==> config.mk <==
export PLATFORM = sky130hd
export DESIGN_NAME = triangular_weighted_moving_average
export DESIGN_NICKNAME = d
export VERILOG_FILES = /design/src/twma_pkg.sv /design/src/triangular_weighted_moving_average.sv /design/src/twma_cell.sv /design/src/twma_round.sv
export SDC_FILE = /design/constraint.sdc
export NUM_CORES = 2
export LEC_CHECK = 0
export BUFFER_PORTS_ARGS = -buffer_cell sky130_fd_sc_hd__buf_2
export CAP_MARGIN = 10
export CORE_MARGIN = 4
export CORE_UTILIZATION = 65
export CTS_BUF_LIST = sky130_fd_sc_hd__clkbuf_4 sky130_fd_sc_hd__clkbuf_8
export DETAILED_ROUTE_END_ITERATION = 10
export GPL_ROUTABILITY_DRIVEN = 0
export PLACE_DENSITY_LB_ADDON = 0.3
export SYNTH_ARGS = -nofsm -noshare
export SYNTH_HDL_FRONTEND = slang
export SYNTH_SLANG_ARGS = --single-unit
==> constraint.sdc <==
create_clock -name i_clk -period 25.1 [get_ports i_clk]
set_input_delay 3.765 -clock i_clk [delete_from_list [all_inputs] [get_ports i_clk]]
set_output_delay 3.765 -clock i_clk [all_outputs]
set_load 0.02 [all_outputs]
==> src/twma_pkg.sv <==
package twma_pkg;

    localparam int TAPS = 21;
    localparam int HIST = TAPS - 1;
    localparam int PEAK = (TAPS + 1) / 2;

    localparam int SAMPLE_W = 16;
    localparam int OUT_W    = 20;
    localparam int FILL_W   = $clog2(HIST + 1);
    localparam int WGT_W    = $clog2(PEAK + 1);
    localparam int PROD_W   = SAMPLE_W + WGT_W + 1;

    function automatic int tap_weight(input int j);
        int a;
        int b;
        a = j + 1;
        b = TAPS - j;
        return (a < b) ? a : b;
    endfunction

    function automatic int weight_sum();
        int s;
        s = 0;
        for (int j = 0; j < TAPS; j++) begin
            s = s + tap_weight(j);
        end
        return s;
    endfunction

    localparam int WSUM  = weight_sum();
    localparam int ACC_W = SAMPLE_W + $clog2(WSUM + 1);
    localparam int MAG_W = ACC_W - 1;
    localparam int NUM_W = MAG_W + 6;
    localparam int DIV   = 2 * WSUM;
    localparam int DIV_L = $clog2(DIV);
    localparam int SH    = NUM_W + DIV_L;
    localparam int RCP_W = NUM_W + 1;
    localparam logic [63:0] RCP_FULL = ((64'd1 << SH) + 64'(DIV) - 64'd1) / 64'(DIV);
    localparam logic [RCP_W-1:0] RCP = RCP_FULL[RCP_W-1:0];
    localparam int PRD_W = NUM_W + RCP_W;

    typedef logic signed [SAMPLE_W-1:0] t_sample;
    typedef logic signed [ACC_W-1:0]    t_acc;
    typedef logic [WGT_W-1:0]           t_weight;

endpackage

==> src/triangular_weighted_moving_average.sv <==
// A beat accepted passes through the round registers r_acc, r_num, r_prod and r_out in order; o_valid rises with r_out.
// Throughput: one sample a cycle while o_stall is low; the cell chain updates on every accepted beat.
// The first TAPS-1 samples after reset fill the window and give no result.
// Reset is synchronous and active low; it clears the fill count and the pipeline valids.
module triangular_weighted_moving_average
    import twma_pkg::*;
(
    input  logic                    i_clk,
    input  logic                    i_rst_n,
    input  logic                    i_valid,
    output logic                    o_stall,
    input  logic signed [15:0]      i_sample,
    output logic                    o_valid,
    input  logic                    i_stall,
    output logic signed [OUT_W-1:0] o_smoothed
);

    logic accept;
    logic full;
    logic [FILL_W-1:0] r_fill;
    t_acc psum [1:HIST+1];
    t_acc acc;
    logic signed [PROD_W-1:0] prod0;

    assign accept = i_valid && !o_stall;
    assign full   = (r_fill == FILL_W'(HIST));

    assign psum[HIST+1] = '0;

    for (genvar k = 1; k <= HIST; k++) begin : g_cell
        twma_cell u_cell (
            .i_clk    (i_clk),
            .i_en     (accept),
            .i_sample (i_sample),
            .i_weight (WGT_W'(tap_weight(k))),
            .i_psum   (psum[k+1]),
            .o_psum   (psum[k])
        );
    end

    assign prod0 = i_sample * $signed({1'b0, WGT_W'(tap_weight(0))});
    assign acc   = t_acc'(prod0) + psum[1];

    always_ff @(posedge i_clk) begin
        if (!i_rst_n) begin
            r_fill <= '0;
        end else if (accept && !full) begin
            r_fill <= r_fill + 1'b1;
        end
    end

    twma_round u_round (
        .i_clk      (i_clk),
        .i_rst_n    (i_rst_n),
        .i_valid    (i_valid && full),
        .o_stall    (o_stall),
        .i_acc      (acc),
        .o_valid    (o_valid),
        .i_stall    (i_stall),
        .o_smoothed (o_smoothed)
    );

`ifndef SYNTHESIS
    a_fill_bounded: assert property (@(posedge i_clk) disable iff (!i_rst_n)
        r_fill <= FILL_W'(HIST))
        else $error("fill count passed the window length");
    a_fill_counts: assert property (@(posedge i_clk) disable iff (!i_rst_n)
        (accept && !full) |=> (r_fill == $past(r_fill) + 1'b1))
        else $error("fill count missed a warm-up beat");
    a_warmup_silent: assert property (@(posedge i_clk) disable iff (!i_rst_n)
        (r_fill == '0) |-> !o_valid)
        else $error("result shown before the window filled");
`endif

endmodule

==> src/twma_cell.sv <==
module twma_cell
    import twma_pkg::*;
(
    input  logic    i_clk,
    input  logic    i_en,
    input  t_sample i_sample,
    input  t_weight i_weight,
    input  t_acc    i_psum,
    output t_acc    o_psum
);

    logic signed [PROD_W-1:0] prod;
    t_acc r_psum;
    t_acc n_psum;

    assign prod   = i_sample * $signed({1'b0, i_weight});
    assign n_psum = i_psum + t_acc'(prod);
    assign o_psum = r_psum;

    always_ff @(posedge i_clk) begin
        if (i_en) begin
            r_psum <= n_psum;
        end
    end

endmodule

==> src/twma_round.sv <==
module twma_round
    import twma_pkg::*;
(
    input  logic                    i_clk,
    input  logic                    i_rst_n,
    input  logic                    i_valid,
    output logic                    o_stall,
    input  t_acc                    i_acc,
    output logic                    o_valid,
    input  logic                    i_stall,
    output logic signed [OUT_W-1:0] o_smoothed
);

    logic r_v1, r_v2, r_v3, r_v4;
    logic rdy1, rdy2, rdy3, rdy4;
    t_acc r_acc;
    logic r_neg2, r_neg3, r_neg4;
    logic [NUM_W-1:0] r_num;
    logic [NUM_W-1:0] n_num;
    logic [MAG_W-1:0] mag;
    t_acc abs_acc;
    logic [PRD_W-1:0] r_prod;
    logic [OUT_W-1:0] quo;
    logic signed [OUT_W-1:0] r_out;

    assign rdy4 = !r_v4 || !i_stall;
    assign rdy3 = !r_v3 || rdy4;
    assign rdy2 = !r_v2 || rdy3;
    assign rdy1 = !r_v1 || rdy2;
    assign o_stall = !rdy1;

    assign abs_acc = r_acc[ACC_W-1] ? -r_acc : r_acc;
    assign mag     = abs_acc[MAG_W-1:0];
    assign n_num   = {1'b0, mag, 5'b0} + NUM_W'(WSUM);
    assign quo     = r_prod[SH +: OUT_W];

    always_ff @(posedge i_clk) begin
        if (!i_rst_n) begin
            r_v1 <= 1'b0;
            r_v2 <= 1'b0;
            r_v3 <= 1'b0;
            r_v4 <= 1'b0;
        end else begin
            if (rdy1) begin
                r_v1 <= i_valid;
            end
            if (rdy2) begin
                r_v2 <= r_v1;
            end
            if (rdy3) begin
                r_v3 <= r_v2;
            end
            if (rdy4) begin
                r_v4 <= r_v3;
            end
        end
    end

    always_ff @(posedge i_clk) begin
        if (rdy1 && i_valid) begin
            r_acc <= i_acc;
        end
        if (rdy2 && r_v1) begin
            r_num  <= n_num;
            r_neg2 <= r_acc[ACC_W-1];
        end
        if (rdy3 && r_v2) begin
            r_prod <= r_num * RCP;
            r_neg3 <= r_neg2;
        end
        if (rdy4 && r_v3) begin
            r_out  <= r_neg3 ? -$signed(quo) : $signed(quo);
            r_neg4 <= r_neg3;
        end
    end

    assign o_valid    = r_v4;
    assign o_smoothed = r_out;

`ifndef SYNTHESIS
    a_stall_needs_full_stage: assert property (@(posedge i_clk) disable iff (!i_rst_n)
        o_stall |-> (r_v1 && r_v2 && r_v3 && r_v4 && i_stall))
        else $error("input stalled while the pipeline has room");
    a_held_stage_keeps_num: assert property (@(posedge i_clk) disable iff (!i_rst_n)
        (r_v2 && !rdy3) |=> (r_v2 && $stable(r_num)))
        else $error("held stage lost its numerator");
    a_sign_follows: assert property (@(posedge i_clk) disable iff (!i_rst_n)
        (r_v4 && r_out != '0) |-> (r_out[OUT_W-1] == r_neg4))
        else $error("result sign does not match the sum sign");
`endif

endmodule
==> results by group <==
Worst setup path
  • CP Max Fanout: 26
  • CP Class: primary input to flip-flop
  • Startpoint Class: primary input
  • CP Data Required Time: 25,560 ps
  • CP arrival: 9690 ps
  • Crit. End Element: flip-flop

Global route
  • M3 GR Usage: 0.0395
  • Met1 Usage GRT: 0.325
  • Initial antenna violation count: 1
  • Number of global-route vias before repair: 40,824
  • Total GRT Usage: 0.290
  • Grt ovf: 0
  • GRT busiest layer: met2
  • First-pass GRT wire length: 201,000 um
  • Met2 usage: 0.547
  • Maximum number of pins on one net before global-route repair: 177

CTS
  • Worst skew pair latency: 730 ps
  • Post-CTS Setup Inserts: 0
  • # hold bufs at CTS: 0
  • Clock Sinks: 545
  • Root buffer cell: clkbuf_8
  • Number of gates resized after cts: 0
  • Clock-pin transition on the worst setup and hold timing paths: 60 ps
  • Total CTS buffers: 98
  • TritonCTS clock tree: built
  • H-tree levels: 3
  • Clock buffer depth: 3

Final layout
  • Commonest non-fill, non-tap cell in the layout: inv_1
  • Most frequent cells in the layout: inv_1, ha_1, edfxtp_1
  • Layout area overhead: 6.63%
  • Final #Nets: 6,424
  • Design area: 56,500 sq um
  • Fraction of layout instances using a drive strength above 1: 0.0515

Routing
  • Post-route ant nets: 0
  • Final wirelength: 124,000 um
  • Router iterations before antenna repair: 6
  • Drt initial violations: 2,238
  • Post-DR wirelength/cell: 19.3 um
  • Vias: 38,370
  • Drt drc: 0
  • Vias per cell: 5.98

STA
  • Slew @ Worst Pin: 1120 ps
  • Hold Vio Cnt, Final: 0
  • Final Max Tran Viols: 0
  • Achievable Freq: 108 MHz
  • Final setup viols: 0
  • Slew HR: 0.244
  • Fin crit share: 0.368
  • Worst Setup Slack, final: 15,870 ps
  • Tmin final: 9230 ps
  • Total negative slack: 0 ps
  • Clock Skew: 53.7 ps
  • RSZ-0062 raised after global routing: no

Synth
  • Mean Syn Cell Area: 10.3 sq um
  • Sequential fraction of the synthesis area: 0.307
  • Synth Instances: 5,150
  • Mapped Nets: 6,296
  • #FFs+latches synth: 545
  • YS warnings: 0
  • Fraction of registers with async set/reset: 0
  • Yosys cell types: 93
  • EDFF count, synth: 536
  • Post-Syn Area: 53,000 sq um
  • Primary FF master, synth: edfxtp_1

Die
  • IO Pins: 42
  • Initial core utilization: 0.657
  • Die Ht: 294 um
  • Core Box Area: 80,700 sq um
  • Total die area: 86,200 sq um
  • Cell row count: 104
  • Width of the die: 294 um

Run
  • Maxcap violations: 0

Place
  • DP HPWL: 95,600 um
  • Dpl ws: 15,220 ps
  • I/O Buffers: 41
  • Post-Place Cell Area: 54,600 sq um

Min path
  • Hold Path Class: flip-flop to flip-flop

Power
  • PD cells: 112 nW/um^2
  • Peak supply drop: 128 uV
  • Pwr Total: 6310 uW
  • Leakage: 0.0256 uW

Status
  • Status: finished, final reports clean
==> worst max-delay path: stages <==
cell      delay [ps]
buf_2            520
ha_1             640
ha_1             340
ha_1             210
inv_1             80
fa_1             200
nor2b_1           50
o21ai_0          240
a21boi_0         200
o21ai_0          490
a211oi_1         170
o21a_1           220
o21ai_0          270
nand2b_1          90
a21oi_1          180
xnor2_1          170
ha_1             340
a21o_1           200
a21oi_1          140
nor2_1            70
nor2_1           190
nor2_1            70
o21a_1           170
a41o_1           220
o41ai_1          340
xnor2_1          100
==> cell type report <==
cell class                 count  area [sq um]
fill                        5881         24100
clock inverter                52           397
multi-input combinational   3771         33600
sequential                   545         16300
antenna                        4          10.0
clock buffer                 126          1570
tap                         1060          1330
inverter                     807          3030
timing repair buffer          55           335
==> cells by family (layout without fill, tap and decap cells) <==
| logic type | count (synthesis) | count (layout) | share of synthesized area |
|---|---|---|---|
| multiplexers | 8 | 8 | 0.00151 |
| buffers and inverters | 834 | 1040 | 0.0596 |
| AO/OA/AOI/OAI | 1062 | 1062 | 0.131 |
| flip-flops | 545 | 545 | 0.307 |
| XOR/XNOR | 507 | 507 | 0.0851 |
| AND/OR/NAND/NOR | 1068 | 1068 | 0.0992 |
| other | 0 | 4 | 0 |
| adder cells (fa/ha/maj) | 1126 | 1126 | 0.317 |
==> cells in the mapped netlist (8+ instances only) <==
cell,n,area [sq um]
o21bai_1,37,278
or4_1,9,67.6
edfxtp_1,536,16100
o211ai_1,17,128
dfxtp_1,9,180
clkbuf_1,15,56.3
o31ai_1,30,225
nand4_1,23,144
or2_2,24,150
or3_1,36,225
inv_1,806,3030
mux2i_1,8,80.1
nor2_1,307,1150
a21oi_1,314,1570
nor3_1,123,616
a21o_1,117,878
o21a_1,67,503
ha_1,767,9600
nand2_1,195,732
o2111ai_1,12,105
a31oi_1,33,206
a211oi_1,43,323
a311oi_1,10,87.6
o311ai_0,11,96.3
and2_1,37,231
o21ai_1,11,55.1
o21ai_0,201,1010
a2111oi_0,11,96.3
nand2b_1,50,313
o41ai_1,11,96.3
nor4_1,8,50.1
nand3_1,93,465
and4_1,8,70.1
a31o_2,9,78.8
a41oi_1,13,114
xnor2_1,378,3310
xor2_1,123,1080
fa_1,359,7190
a21boi_0,21,158
and3_1,49,307
nor2b_1,77,482
nand3b_1,8,60.1
a211o_1,17,149
a22oi_1,8,60.1
==> per-layer routing <==
metal	up-vias	routed length [um]
met3	401	6300
li1	18297	-
met4	0	6090
met5	-	0
met2	1167	65100
met1	18505	46700
==> worst paths after layout <==
kind | startpoint | to | slack [ps] | depth (start not counted)
hold reg to reg | g_cell[20].u_cell.o_psum[0]$_DFFE_PP_ | g_cell[19].u_cell.o_psum[0]$_DFFE_PP_ | 420 | 0
setup reg to reg | u_round.r_num[9]$_DFFE_PP_ | u_round.r_prod[52]$_DFFE_PP_ | 17190 | 24
setup / recovery | i_sample[0] | g_cell[6].u_cell.o_psum[21]$_DFFE_PP_ | 15870 | 26
hold / removal | g_cell[20].u_cell.o_psum[0]$_DFFE_PP_ | g_cell[19].u_cell.o_psum[0]$_DFFE_PP_ | 420 | 0
==> registers in the layout, summed over array words and instances (netlist names) <==
name / cells
g_cell.u_cell.o_psum: 448
r_fill: 5
u_round.o_smoothed: 20
u_round.o_valid: 1
u_round.r_acc: 23
u_round.r_neg2: 1
u_round.r_neg3: 1
u_round.r_num: 23
u_round.r_prod: 20
u_round.r_v1: 1
u_round.r_v2: 1
u_round.r_v3: 1
==> report_power, final <==
| group | internal, uW | switching (uW) | total, uW | leakage [uW] |
|---|---|---|---|---|
| combinational | 1590 | 2100 | 3690 | 0.0193 |
| sequential | 1620 | 130 | 1750 | 0.00524 |
| clock | 462 | 406 | 868 | 0.00105 |
==> through the flow <==
| stage | instances | util | hold slack, ps |
|---|---|---|---|
| after global routing | 6420 | 0.701 | 424 |
| after CTS | 6416 | 0.701 | 419 |
| after global placement | 6238 | 0.676 | 401 |
| after detailed placement | 6238 | 0.676 | 405 |
| after floorplan | 5150 | - | 400 |
| final | 6420 | 0.701 | 418 |
No activity file was read; power rests on OpenSTA's default activity.
